### src/hw/rtl/qos_frame_budget_tx_scheduler_core_defines.svh
// assertion helpers for the scheduler core
`ifndef QOS_FRAME_BUDGET_TX_SCHEDULER_CORE_DEFINES_SVH
`define QOS_FRAME_BUDGET_TX_SCHEDULER_CORE_DEFINES_SVH

// same-cycle implication, checked outside reset
`define QFB_ASSERT_IMP(label, ante, cons, msg) \
    label: assert property (@(posedge clk) disable iff (!rst_n) (ante) |-> (cons)) \
        else $error(msg);

// next-cycle implication, checked outside reset
`define QFB_ASSERT_NXT(label, ante, cons, msg) \
    label: assert property (@(posedge clk) disable iff (!rst_n) (ante) |=> (cons)) \
        else $error(msg);

`endif

### src/hw/rtl/qfb_pkg.sv
package qfb_pkg;

    // field widths
    localparam int QOS_W  = 8;
    localparam int SIZE_W = 9;
    localparam int TAG_W  = 8;
    localparam int TIME_W = 32;
    localparam int FSZ_W  = 20;
    localparam int UPB_W  = 16;
    localparam int QIDX_W = 2;
    localparam int CFG_IDX_W = 1;
    localparam int CFG_DATA_W = 20;
    localparam int IN_DATA_W  = 64;
    localparam int OUT_DATA_W = 32;

    // fixed limits of the scheduler
    localparam int MAX_PAYLOAD  = 256;
    localparam int HEADER_BYTES = 16;

    // default queue depths
    localparam int HIGH_DEPTH_DEF   = 4;
    localparam int MIDDLE_DEPTH_DEF = 10;
    localparam int LOW_DEPTH_DEF    = 16;

    // cost = us_per_byte * (header + payload)
    localparam int COST_SUM_W = $clog2(HEADER_BYTES + (2 ** SIZE_W));
    localparam int COST_W     = UPB_W + COST_SUM_W;

    // reset values of the registers
    localparam logic [FSZ_W-1:0] FRAME_SIZE_RST = FSZ_W'(9500);
    localparam logic [UPB_W-1:0] US_PER_BYTE_RST = UPB_W'(86);

    // register indexes
    localparam logic [CFG_IDX_W-1:0] CFG_FRAME_SIZE  = 1'b0;
    localparam logic [CFG_IDX_W-1:0] CFG_US_PER_BYTE = 1'b1;

    // queue codes
    localparam logic [QIDX_W-1:0] Q_HIGH = 2'd0;
    localparam logic [QIDX_W-1:0] Q_MID  = 2'd1;
    localparam logic [QIDX_W-1:0] Q_LOW  = 2'd2;

    // qos classes
    localparam logic [QOS_W-1:0] QOS_MID_MIN = 8'h02;
    localparam logic [QOS_W-1:0] QOS_LOW_VAL = 8'hFF;
    localparam logic [QOS_W-1:0] QOS_RESTART = 8'h00;

    // item kinds
    localparam logic KIND_ENQ = 1'b0;
    localparam logic KIND_REQ = 1'b1;

    // one stored packet descriptor
    typedef struct packed {
        logic [QOS_W-1:0]  qos;
        logic [SIZE_W-1:0] size;
        logic [TAG_W-1:0]  tag;
    } desc_t;

    // queue control from the sequencer
    typedef struct packed {
        logic push;
        logic pop;
    } qctl_t;

    // queue status back to the sequencer
    typedef struct packed {
        logic empty;
        logic full;
    } qsts_t;

    // budget verdicts for the middle and low heads
    typedef struct packed {
        logic mid;
        logic low;
    } fit_t;

    // result item, accepted in the lowest bit
    typedef struct packed {
        logic [QOS_W-1:0]  grant_qos;
        logic [SIZE_W-1:0] grant_payload_size;
        logic [TAG_W-1:0]  grant_tag;
        logic              granted;
        logic [QIDX_W-1:0] queue_index;
        logic              accepted;
    } result_t;

endpackage

### src/hw/rtl/qos_frame_budget_tx_scheduler_core.sv
// Transmit scheduler with high, middle and low descriptor queues.
// Input stream: tuser is the kind (0 enqueue a descriptor, 1 request a
// grant); tdata carries now_us, qos, payload_size and tag.
// Output stream: one result transaction per input transaction, carrying
// acceptance or the granted descriptor.
// Config port: cfg_we with cfg_index 0 writes frame_size_us, 1 writes
// us_per_byte; write only while no transaction is in flight.
// Sequencing: an accepted input passes the EVAL then DONE state; its result
// is loaded into the output register as DONE is left, when the next input
// is taken, so one item is evaluated at a time. The steps are the registered
// queue head read followed by the registered budget multiply and compare.
// Reset: queues empty, frame_size_us 9500, us_per_byte 86, frame end 9500;
// no memory clearing pass is needed.
// Receiver stall: the result waits in the output register; one more input
// transaction is accepted and evaluated, then the input side waits until
// the pending result is taken.
`include "qos_frame_budget_tx_scheduler_core_defines.svh"

module qos_frame_budget_tx_scheduler_core
    import qfb_pkg::*;
#(
    parameter int HIGH_DEPTH   = HIGH_DEPTH_DEF,
    parameter int MIDDLE_DEPTH = MIDDLE_DEPTH_DEF,
    parameter int LOW_DEPTH    = LOW_DEPTH_DEF
)
(
    input  logic                  clk,
    input  logic                  rst_n,
    input  logic                  cfg_we,
    input  logic [CFG_IDX_W-1:0]  cfg_index,
    input  logic [CFG_DATA_W-1:0] cfg_data,
    input  logic                  s_axis_tvalid,
    output logic                  s_axis_tready,
    // now_us[31:0], qos[39:32], payload_size[48:40], tag[56:49], zero fill
    input  logic [IN_DATA_W-1:0]  s_axis_tdata,
    // kind[0]
    input  logic                  s_axis_tuser,
    output logic                  m_axis_tvalid,
    input  logic                  m_axis_tready,
    // accepted[0], queue_index[2:1], granted[3], grant_tag[11:4],
    // grant_payload_size[20:12], grant_qos[28:21], zero fill
    output logic [OUT_DATA_W-1:0] m_axis_tdata
);

    typedef enum logic [1:0] {ST_IDLE, ST_EVAL, ST_DONE} state_t;

    state_t state_reg, state_next;

    logic [FSZ_W-1:0]  frame_size_reg;
    logic [UPB_W-1:0]  upb_reg;
    logic [TIME_W-1:0] frame_end_reg, frame_end_next;

    logic              kind_reg;
    logic [TIME_W-1:0] now_reg;
    desc_t             item_reg;

    logic    out_valid_reg, out_valid_next;
    result_t out_reg;
    result_t res;

    qctl_t qctl [3];
    qsts_t qsts [3];
    desc_t head  [3];
    fit_t  fit;

    logic              accept, out_free, finish, frame_restart;
    logic [QIDX_W-1:0] q_enq;
    logic              enq_ok;

    // descriptor queues
    qfb_desc_queue #(.DEPTH(HIGH_DEPTH)) u_high_q
    (
        .clk       (clk),
        .rst_n     (rst_n),
        .ctl       (qctl[Q_HIGH]),
        .wr_desc   (item_reg),
        .head_desc (head[Q_HIGH]),
        .sts       (qsts[Q_HIGH])
    );

    qfb_desc_queue #(.DEPTH(MIDDLE_DEPTH)) u_mid_q
    (
        .clk       (clk),
        .rst_n     (rst_n),
        .ctl       (qctl[Q_MID]),
        .wr_desc   (item_reg),
        .head_desc (head[Q_MID]),
        .sts       (qsts[Q_MID])
    );

    qfb_desc_queue #(.DEPTH(LOW_DEPTH)) u_low_q
    (
        .clk       (clk),
        .rst_n     (rst_n),
        .ctl       (qctl[Q_LOW]),
        .wr_desc   (item_reg),
        .head_desc (head[Q_LOW]),
        .sts       (qsts[Q_LOW])
    );

    // frame budget for the middle and low heads
    qfb_budget_check u_budget
    (
        .clk         (clk),
        .frame_end   (frame_end_reg),
        .now         (now_reg),
        .us_per_byte (upb_reg),
        .mid_size    (head[Q_MID].size),
        .low_size    (head[Q_LOW].size),
        .fit         (fit)
    );

    // handshake
    assign out_free      = !out_valid_reg || m_axis_tready;
    assign finish        = (state_reg == ST_DONE) && out_free;
    assign s_axis_tready = (state_reg == ST_IDLE) || finish;
    assign accept        = s_axis_tvalid && s_axis_tready;

    // scheduling decision
    always_comb
    begin
        res = '0;
        qctl[Q_HIGH] = '0;
        qctl[Q_MID]  = '0;
        qctl[Q_LOW]  = '0;
        frame_restart = 1'b0;

        if (item_reg.qos < QOS_MID_MIN)
        begin
            q_enq = Q_HIGH;
        end
        else if (item_reg.qos < QOS_LOW_VAL)
        begin
            q_enq = Q_MID;
        end
        else
        begin
            q_enq = Q_LOW;
        end
        enq_ok = (item_reg.size <= SIZE_W'(MAX_PAYLOAD)) && !qsts[q_enq].full;

        if (kind_reg == KIND_ENQ)
        begin
            res.queue_index = q_enq;
            res.accepted    = enq_ok;
            qctl[q_enq].push = finish && enq_ok;
        end
        else
        begin
            res.granted = 1'b1;
            if (!qsts[Q_HIGH].empty)
            begin
                res.queue_index = Q_HIGH;
            end
            else if (!qsts[Q_MID].empty && fit.mid)
            begin
                res.queue_index = Q_MID;
            end
            else if (!qsts[Q_LOW].empty && fit.low)
            begin
                res.queue_index = Q_LOW;
            end
            else
            begin
                res.granted = 1'b0;
            end

            if (res.granted)
            begin
                res.grant_tag          = head[res.queue_index].tag;
                res.grant_payload_size = head[res.queue_index].size;
                res.grant_qos          = head[res.queue_index].qos;
                qctl[res.queue_index].pop = finish;
                frame_restart = finish && (res.queue_index == Q_HIGH) &&
                                (head[Q_HIGH].qos == QOS_RESTART);
            end
        end
    end

    // frame window restart
    assign frame_end_next = frame_restart ?
                            now_reg + TIME_W'(frame_size_reg) : frame_end_reg;

    // sequencer next state
    always_comb
    begin
        state_next = state_reg;
        unique case (state_reg)
            ST_IDLE:
            begin
                if (accept)
                begin
                    state_next = ST_EVAL;
                end
            end
            ST_EVAL:
            begin
                state_next = ST_DONE;
            end
            ST_DONE:
            begin
                if (finish)
                begin
                    state_next = accept ? ST_EVAL : ST_IDLE;
                end
            end
            default:
            begin
                state_next = ST_IDLE;
            end
        endcase
    end

    // output register occupancy
    always_comb
    begin
        out_valid_next = out_valid_reg;
        if (finish)
        begin
            out_valid_next = 1'b1;
        end
        else if (m_axis_tready)
        begin
            out_valid_next = 1'b0;
        end
    end

    // control state and configuration
    always_ff @(posedge clk or negedge rst_n)
    begin
        if (!rst_n)
        begin
            state_reg      <= ST_IDLE;
            out_valid_reg  <= 1'b0;
            frame_size_reg <= FRAME_SIZE_RST;
            upb_reg        <= US_PER_BYTE_RST;
            frame_end_reg  <= TIME_W'(FRAME_SIZE_RST);
        end
        else
        begin
            state_reg     <= state_next;
            out_valid_reg <= out_valid_next;
            frame_end_reg <= frame_end_next;
            if (cfg_we)
            begin
                unique case (cfg_index)
                    CFG_FRAME_SIZE:  frame_size_reg <= cfg_data;
                    CFG_US_PER_BYTE: upb_reg <= cfg_data[UPB_W-1:0];
                    default:         upb_reg <= upb_reg;
                endcase
            end
        end
    end

    // item capture and result register
    always_ff @(posedge clk)
    begin
        if (accept)
        begin
            kind_reg      <= s_axis_tuser;
            now_reg       <= s_axis_tdata[TIME_W-1:0];
            item_reg.qos  <= s_axis_tdata[39:32];
            item_reg.size <= s_axis_tdata[48:40];
            item_reg.tag  <= s_axis_tdata[56:49];
        end
        if (finish)
        begin
            out_reg <= res;
        end
    end

    assign m_axis_tvalid = out_valid_reg;
    assign m_axis_tdata  = {{(OUT_DATA_W-$bits(result_t)){1'b0}}, out_reg};

    // checks
    `QFB_ASSERT_IMP(a_no_accept_in_eval, state_reg == ST_EVAL, !s_axis_tready, "accept during evaluation")
    `QFB_ASSERT_NXT(a_accept_to_eval, accept, state_reg == ST_EVAL, "accepted item not evaluated")
    `QFB_ASSERT_IMP(a_one_queue_op, 1'b1, $onehot0({qctl[Q_HIGH], qctl[Q_MID], qctl[Q_LOW]}), "more than one queue operation")
    `QFB_ASSERT_NXT(a_frame_end_hold, !frame_restart, $stable(frame_end_reg), "frame end moved without restart")

endmodule

### src/hw/rtl/qfb_desc_queue.sv
module qfb_desc_queue
    import qfb_pkg::*;
#(
    parameter int DEPTH = HIGH_DEPTH_DEF
)
(
    input  logic  clk,
    input  logic  rst_n,
    input  qctl_t ctl,
    input  desc_t wr_desc,
    output desc_t head_desc,
    output qsts_t sts
);

    localparam int AW = (DEPTH > 1) ? $clog2(DEPTH) : 1;
    localparam int CW = $clog2(DEPTH + 1);
    localparam logic [AW-1:0] LAST = AW'(DEPTH - 1);

    desc_t mem [DEPTH];

    logic [AW-1:0] head_reg, head_next;
    logic [AW-1:0] tail_reg, tail_next;
    logic [CW-1:0] count_reg, count_next;
    desc_t         head_desc_reg;

    // pointer and fill count update
    always_comb
    begin
        head_next  = head_reg;
        tail_next  = tail_reg;
        count_next = count_reg;
        if (ctl.pop)
        begin
            head_next  = (head_reg == LAST) ? '0 : head_reg + 1'b1;
            count_next = count_reg - 1'b1;
        end
        if (ctl.push)
        begin
            tail_next  = (tail_reg == LAST) ? '0 : tail_reg + 1'b1;
            count_next = count_reg + 1'b1;
        end
    end

    always_ff @(posedge clk or negedge rst_n)
    begin
        if (!rst_n)
        begin
            head_reg  <= '0;
            tail_reg  <= '0;
            count_reg <= '0;
        end
        else
        begin
            head_reg  <= head_next;
            tail_reg  <= tail_next;
            count_reg <= count_next;
        end
    end

    // descriptor store, write at tail
    always_ff @(posedge clk)
    begin
        if (ctl.push)
        begin
            mem[tail_reg] <= wr_desc;
        end
    end

    // head read each cycle, forward a write landing on the new head
    always_ff @(posedge clk)
    begin
        if (ctl.push && (tail_reg == head_next))
        begin
            head_desc_reg <= wr_desc;
        end
        else
        begin
            head_desc_reg <= mem[head_next];
        end
    end

    assign head_desc = head_desc_reg;
    assign sts.empty = (count_reg == '0);
    assign sts.full  = (count_reg == CW'(DEPTH));

endmodule

### src/hw/rtl/qfb_budget_check.sv
module qfb_budget_check
    import qfb_pkg::*;
(
    input  logic              clk,
    input  logic [TIME_W-1:0] frame_end,
    input  logic [TIME_W-1:0] now,
    input  logic [UPB_W-1:0]  us_per_byte,
    input  logic [SIZE_W-1:0] mid_size,
    input  logic [SIZE_W-1:0] low_size,
    output fit_t              fit
);

    logic [TIME_W-1:0] left_reg;
    logic [COST_W-1:0] cost_mid_reg;
    logic [COST_W-1:0] cost_low_reg;
    logic [COST_SUM_W-1:0] sum_mid, sum_low;

    // bytes on the wire for each head
    assign sum_mid = COST_SUM_W'(HEADER_BYTES) + COST_SUM_W'(mid_size);
    assign sum_low = COST_SUM_W'(HEADER_BYTES) + COST_SUM_W'(low_size);

    // time left and transmit cost, registered
    always_ff @(posedge clk)
    begin
        left_reg     <= frame_end - now;
        cost_mid_reg <= COST_W'(us_per_byte) * COST_W'(sum_mid);
        cost_low_reg <= COST_W'(us_per_byte) * COST_W'(sum_low);
    end

    // serve only with positive time left and cost strictly below it
    assign fit.mid = !left_reg[TIME_W-1] &&
                     ({{(TIME_W-COST_W){1'b0}}, cost_mid_reg} < left_reg);
    assign fit.low = !left_reg[TIME_W-1] &&
                     ({{(TIME_W-COST_W){1'b0}}, cost_low_reg} < left_reg);

endmodule
### config.mk
export PLATFORM = sky130hd
export DESIGN_NAME = qos_frame_budget_tx_scheduler_core
export DESIGN_NICKNAME = d
export VERILOG_FILES = /design/src/hw/rtl/qfb_pkg.sv /design/src/hw/rtl/qos_frame_budget_tx_scheduler_core.sv /design/src/hw/rtl/qfb_desc_queue.sv /design/src/hw/rtl/qfb_budget_check.sv
export VERILOG_INCLUDE_DIRS = /design/src /design/src/hw/rtl
export SDC_FILE = /design/constraint.sdc
export NUM_CORES = 2
export LEC_CHECK = 0
export CAP_MARGIN = 10
export CORE_MARGIN = 2
export CORE_UTILIZATION = 55
export DETAILED_ROUTE_END_ITERATION = 16
export DONT_BUFFER_PORTS = 1
export PLACE_DENSITY = 0.69
export SYNTH_ARGS = -nofsm -noshare
export SYNTH_HDL_FRONTEND = slang
export SYNTH_HIERARCHICAL = 1
export SYNTH_SLANG_ARGS = --single-unit
### constraint.sdc
create_clock -name clk -period 15.11 [get_ports clk]
set_clock_uncertainty 0.2 [all_clocks]
set_input_delay 1.511 -clock clk [delete_from_list [all_inputs] [get_ports clk]]
set_output_delay 1.511 -clock clk [all_outputs]
set_load 0.01 [all_outputs]
Word level (Yosys, flattened, before mapping) --
Memory sizes are Yosys's and may differ from the RTL's. A register that Yosys moved wholly into a read port is not among the register bits. Index checks and enable logic that the tools add are counted.
Operators by class: $add $sub $neg 16, $mul 2, $lt $le $gt $ge 9, eq/ne operators 13, muxes and demuxes 52, bitwise operators 5, reduce and logical (&&, ||, !) cells 33
Operators with widths (count):
- $lt 26x32->1 | 2
- $mul 16x10->26 | 2
- $bmux 25 s2 | 1
- $mux 25 | 2
- $add 32x20->32 | 1
- $mux 4 | 8
- $sub 32x32->32 | 1
- $mux 2 | 13
- $add 4x1->4 const B | 5
- $add 5x9->10 const A | 2
- $eq 4x4->1 const B | 5
- $mux 1 | 18
- $and 6x6->6 | 2
- $logic_and 1x1->1 | 12
- $mux 6 | 2
- $mux 5 | 2
- $le 9x9->1 const B | 1
- $demux 2 s2 | 2
- $logic_not 8->1 | 1
- $lt 8x2->1 const B | 1
- $lt 8x8->1 const B | 1
- $reduce_and 2->1 | 4
- $reduce_bool 2->1 | 4
- $eq 2x2->1 const B | 3
- 23 further kinds | 35
Word-level totals: bits in registers 274, bits in writable memories 750, input port bits 91, output and inout port bits 34, logic and storage cells 161, memories kept 3
Memory list:
- u_low_q.mem | depth 16, bits a word 25, read ports 1, clocked after memory_dff 1, write ports 1, RTL line qfb_desc_queue.sv:19 | desc_t mem [DEPTH];
- u_mid_q.mem | depth 10, bits a word 25, read ports 1, clocked after memory_dff 1, write ports 1, RTL line qfb_desc_queue.sv:19
- u_high_q.mem | depth 4, bits a word 25, read ports 1, clocked after memory_dff 1, write ports 1, RTL line qfb_desc_queue.sv:19

Longest topological paths before layout --
depth after elaboration 17, gate-level depth with buffers 29, mapped depth without buffers 25

Cells and area by module --
The synthesis kept the hierarchy.
Modules (own cells, without submodules):
- qfb_desc_queue (u_low_q) | instances 1, cells each 714, area an instance 15862.7 um^2, seq. area each 12416.9 um^2
- qfb_budget_check | instances 1, cells each 1798, area an instance 15374.7 um^2, seq. area each 1681.6 um^2
- qfb_desc_queue (u_mid_q) | instances 1, cells each 585, area an instance 10492.6 um^2, seq. area each 7887.6 um^2
- qos_frame_budget_tx_scheduler_core | instances 1, cells each 598, area an instance 7360.8 um^2, seq. area each 4409.2 um^2
- qfb_desc_queue (u_high_q) | instances 1, cells each 169, area an instance 4093.9 um^2, seq. area each 3218.1 um^2

Worst setup path after synthesis --
OpenSTA, ideal clock, no wires.
path kind reg-to-reg, start reg with a tool-made name, end reg u_budget.cost_mid_reg[24], library setup time 0.118 ns, arrival time 7.024 ns, required time 14.792 ns, path slack 7.768 ns, stages on the path, launching flop included 28, path buffers 4, clock period less this slack 7.342 ns, cells stage by stage dfxtp_1 > buf_6 > buf_12 > buf_12 > mux2i_1 > a221o_1 > o21ai_1 > ha_1 > nand3_1 > xnor2_1 > clkbuf_1 > nand2_1 > fa_1 > fa_1 > inv_1 > fa_1 > fa_1 > inv_1 > fa_1 > inv_1 > ha_1 > a21oi_1 > nand2_1 > o311ai_4 > o22ai_1 > or4b_1 > and3_1 > xor2_1
RTL lines:
- to (signal assigned) | RTL line qfb_budget_check.sv:26 | cost_mid_reg <= COST_W'(us_per_byte) * COST_W'(sum_mid);
- to (decl) | RTL line qfb_budget_check.sv:14 | logic [COST_W-1:0] cost_mid_reg;

==> flow_metrics.tcl <==
set metrics [dict create \
    clk_pin_slew_ns 0.06 \
    diodes 0 \
    finalHoldViolCount 0 \
    ys_seq_elements 1034 \
    ys_top_cells_by_count "edfxtp_1, inv_1, nand2_1, ha_1, fa_1" \
    cts_num_sinks 1034 \
    post-route-period-util_pct 62.45 \
    io_pins 125 \
    yosysMostFrequentCell "edfxtp_1" \
    reg_top3 "u_low_q/mem: 400 flops, u_mid_q/mem: 250 flops, u_high_q/mem: 100 flops" \
    hold_depth 1 \
    async_flop_share_pct 9.961 \
    via_per_inst 5.850 \
    first_iter_violations 2342 \
    antenna_found_initial 9 \
    cts_tree "done" \
    wl_um 118600 \
    status "completed" \
    cts_resized 0 \
    finalCriticalPeriod_ns 9.436 \
    die_w_um 315.0 \
    synth-edff-count 837 \
    fmax_ghz 0.1060 \
    r2r-end "u_budget/cost_mid_reg[24]" \
    grtUsageTotal_pct 24.45 \
    gp_congestion 0.8895 \
    endpoint_kind "flop" \
    drv_slew 0 \
    reg2reg_slack_ns 5.67 \
    dp_hpwl_um 76300 \
    synth_top_area_share_pct 47.26 \
    tightest_slew_ns 1.193 \
    grt_max_degree 104 \
    crit_arrival_ns 9.78 \
    ant_nets 0 \
    hp-class "flop to flop" \
    worstPathRequired_ns 15.46 \
    cts_setup_buffers 0 \
    drive_gt1_share_pct 13.52 \
    crit_chain "buf_4, buf_4, mux2_2, o22ai_1, a221o_1, o21ai_1, xor2_1, and2_1, fa_1, fa_1, fa_1, fa_1, inv_1, fa_1, inv_1, ha_1, a21oi_1, nand2_1, o311ai_4, o22ai_1, or4b_1, and3_1, xor2_1" \
    die-area_um2 99200 \
    ys_warn_count 6 \
    syn_area_um2 53180 \
    min_to "state_reg[1]" \
    area_delta_synth_final_pct 9.363 \
    drt-pass1-iter-count 5 \
    grt_pass1_wl_um 184000 \
    vias 30699 \
    postSynthCellCount 3864 \
    yosys.area.top_type "edfxtp_1" \
    ys.flop_type "edfxtp_1" \
    synth_area_per_cell_um2 13.76 \
    reg2reg_depth 23 \
    setup_tns_ns 0 \
    slowest_stage "xor2_1" \
    numPortBuffers 0 \
    slew-limit-headroom_pct 20.20 \
    die_y_um 315.0 \
    synth_cell_type_count 82 \
    drc 0 \
    cts_buffer_depth 3 \
    root_buffer "clkbuf_16" \
    startpoint_type "flop" \
    coreArea_um2 96280 \
    synthTopCellsByArea "edfxtp_1, fa_1, ha_1, mux4_2, dfrtp_1" \
    cts_buffers 104 \
    critPathKind "flop to flop" \
    first_global_vias 31739 \
    clock_latency_ns 0.70 \
    wl_per_cell_um 22.59 \
    finalSetupViolations 0 \
    ys_seq_area_share_pct 55.68 \
    drv_cap 0 \
    largest_reg_flops 400 \
    cp_num_buf_inv 4 \
    regMostFlops "u_low_q/mem" \
    min_from "state_reg[0]" \
    start_util_pct 55.24 \
    cp_common_cell "fa_1" \
    crit_family "adder cells" \
    cpPeakStageDelay_ns 0.98 \
    timing.critical_path.fanout_max 58 \
    rows 114 \
    cts_hold_buffers 0 \
    grt_remaining_overflow 0 \
    nets 4440 \
    htree_num_levels 3 \
    rsz0062_at_grt "no" \
]
[kinds of logic after synthesis]
group                      synth area share, %
AOI/OAI and AO/OA                        7.213
xor gates and xnor gates                 1.746
adders and majority gates                14.12
buffers and inverters                    4.056
DFF                                      55.68
muxes                                    9.351
other                                 0.007051
and+or+nand+nor                          7.832
[per-stage QoR]
stage               area [um^2]  std cells  util (%)  hold slack, ns  setup slack (ns)
finish                    58160       5248     60.41          0.2601             5.674
global route              58160       5248     60.41          0.2773             5.132
CTS                       58160       5248     60.41          0.2599             5.716
detailed placement        54650       5054     56.77          0.2522             5.690
global placement          54650       5054     56.77          0.2465             5.750
floorplan                 53190       3866         -          0.2378             7.768
[final cells by class]
type                            count  area (um^2)
Clock buffer                      124         2766
Clock inverter                     70        743.2
Fill cell                        7370        38120
Inverter                          334         1254
Multi-Input combinational cell   2326        21550
Sequential cell                  1034        29630
Tap cell                         1276         1597
Timing Repair Buffer               84        630.6
[placed cells by master (no fill, tap or decap), types with 30 or more instances in the layout]
master,count
edfxtp_1,837
dfxtp_1,89
inv_1,332
buf_4,84
xnor2_1,72
clkbuf_16,108
nand3_1,36
and2_1,161
a22oi_1,69
xor2_1,34
mux4_2,120
o21ai_1,68
mux2_2,97
dfrtp_1,87
ha_1,240
nor2b_1,48
nor2_1,122
o21ai_0,53
a31oi_1,30
mux2i_1,81
fa_1,225
a21o_1,62
a211oi_1,43
nand2_1,311
a21oi_1,101
[routing by layer]
layer,global-route usage [%],part of all wire [%],vias to the layer above
met5,0,0.040,-
met3,4.138,6.1,221
met1,31.79,41,15503
met4,8.885,3.5,8
met2,41.50,50,914
li1,-,-,14053
[worst max path at each step]
stage | slack [ns] | from | end | depth (start not counted)
4_1_cts | 5.72 | flop | u_budget/cost_mid_reg[24] | 23
3_3_place_gp | 5.75 | flop | u_budget/cost_mid_reg[24] | 23
6_report | 5.67 | flop | u_budget/cost_mid_reg[24] | 23
3_5_place_dp | 5.69 | flop | u_budget/cost_mid_reg[24] | 23
2_1_floorplan | 7.77 | flop | u_budget/cost_mid_reg[24] | 27
5_1_grt | 5.13 | flop | u_budget/cost_mid_reg[24] | 24
Power is left out: the tool's default activity adds up to more than one toggle a clock period on the data nets, which glitch-free logic cannot reach.
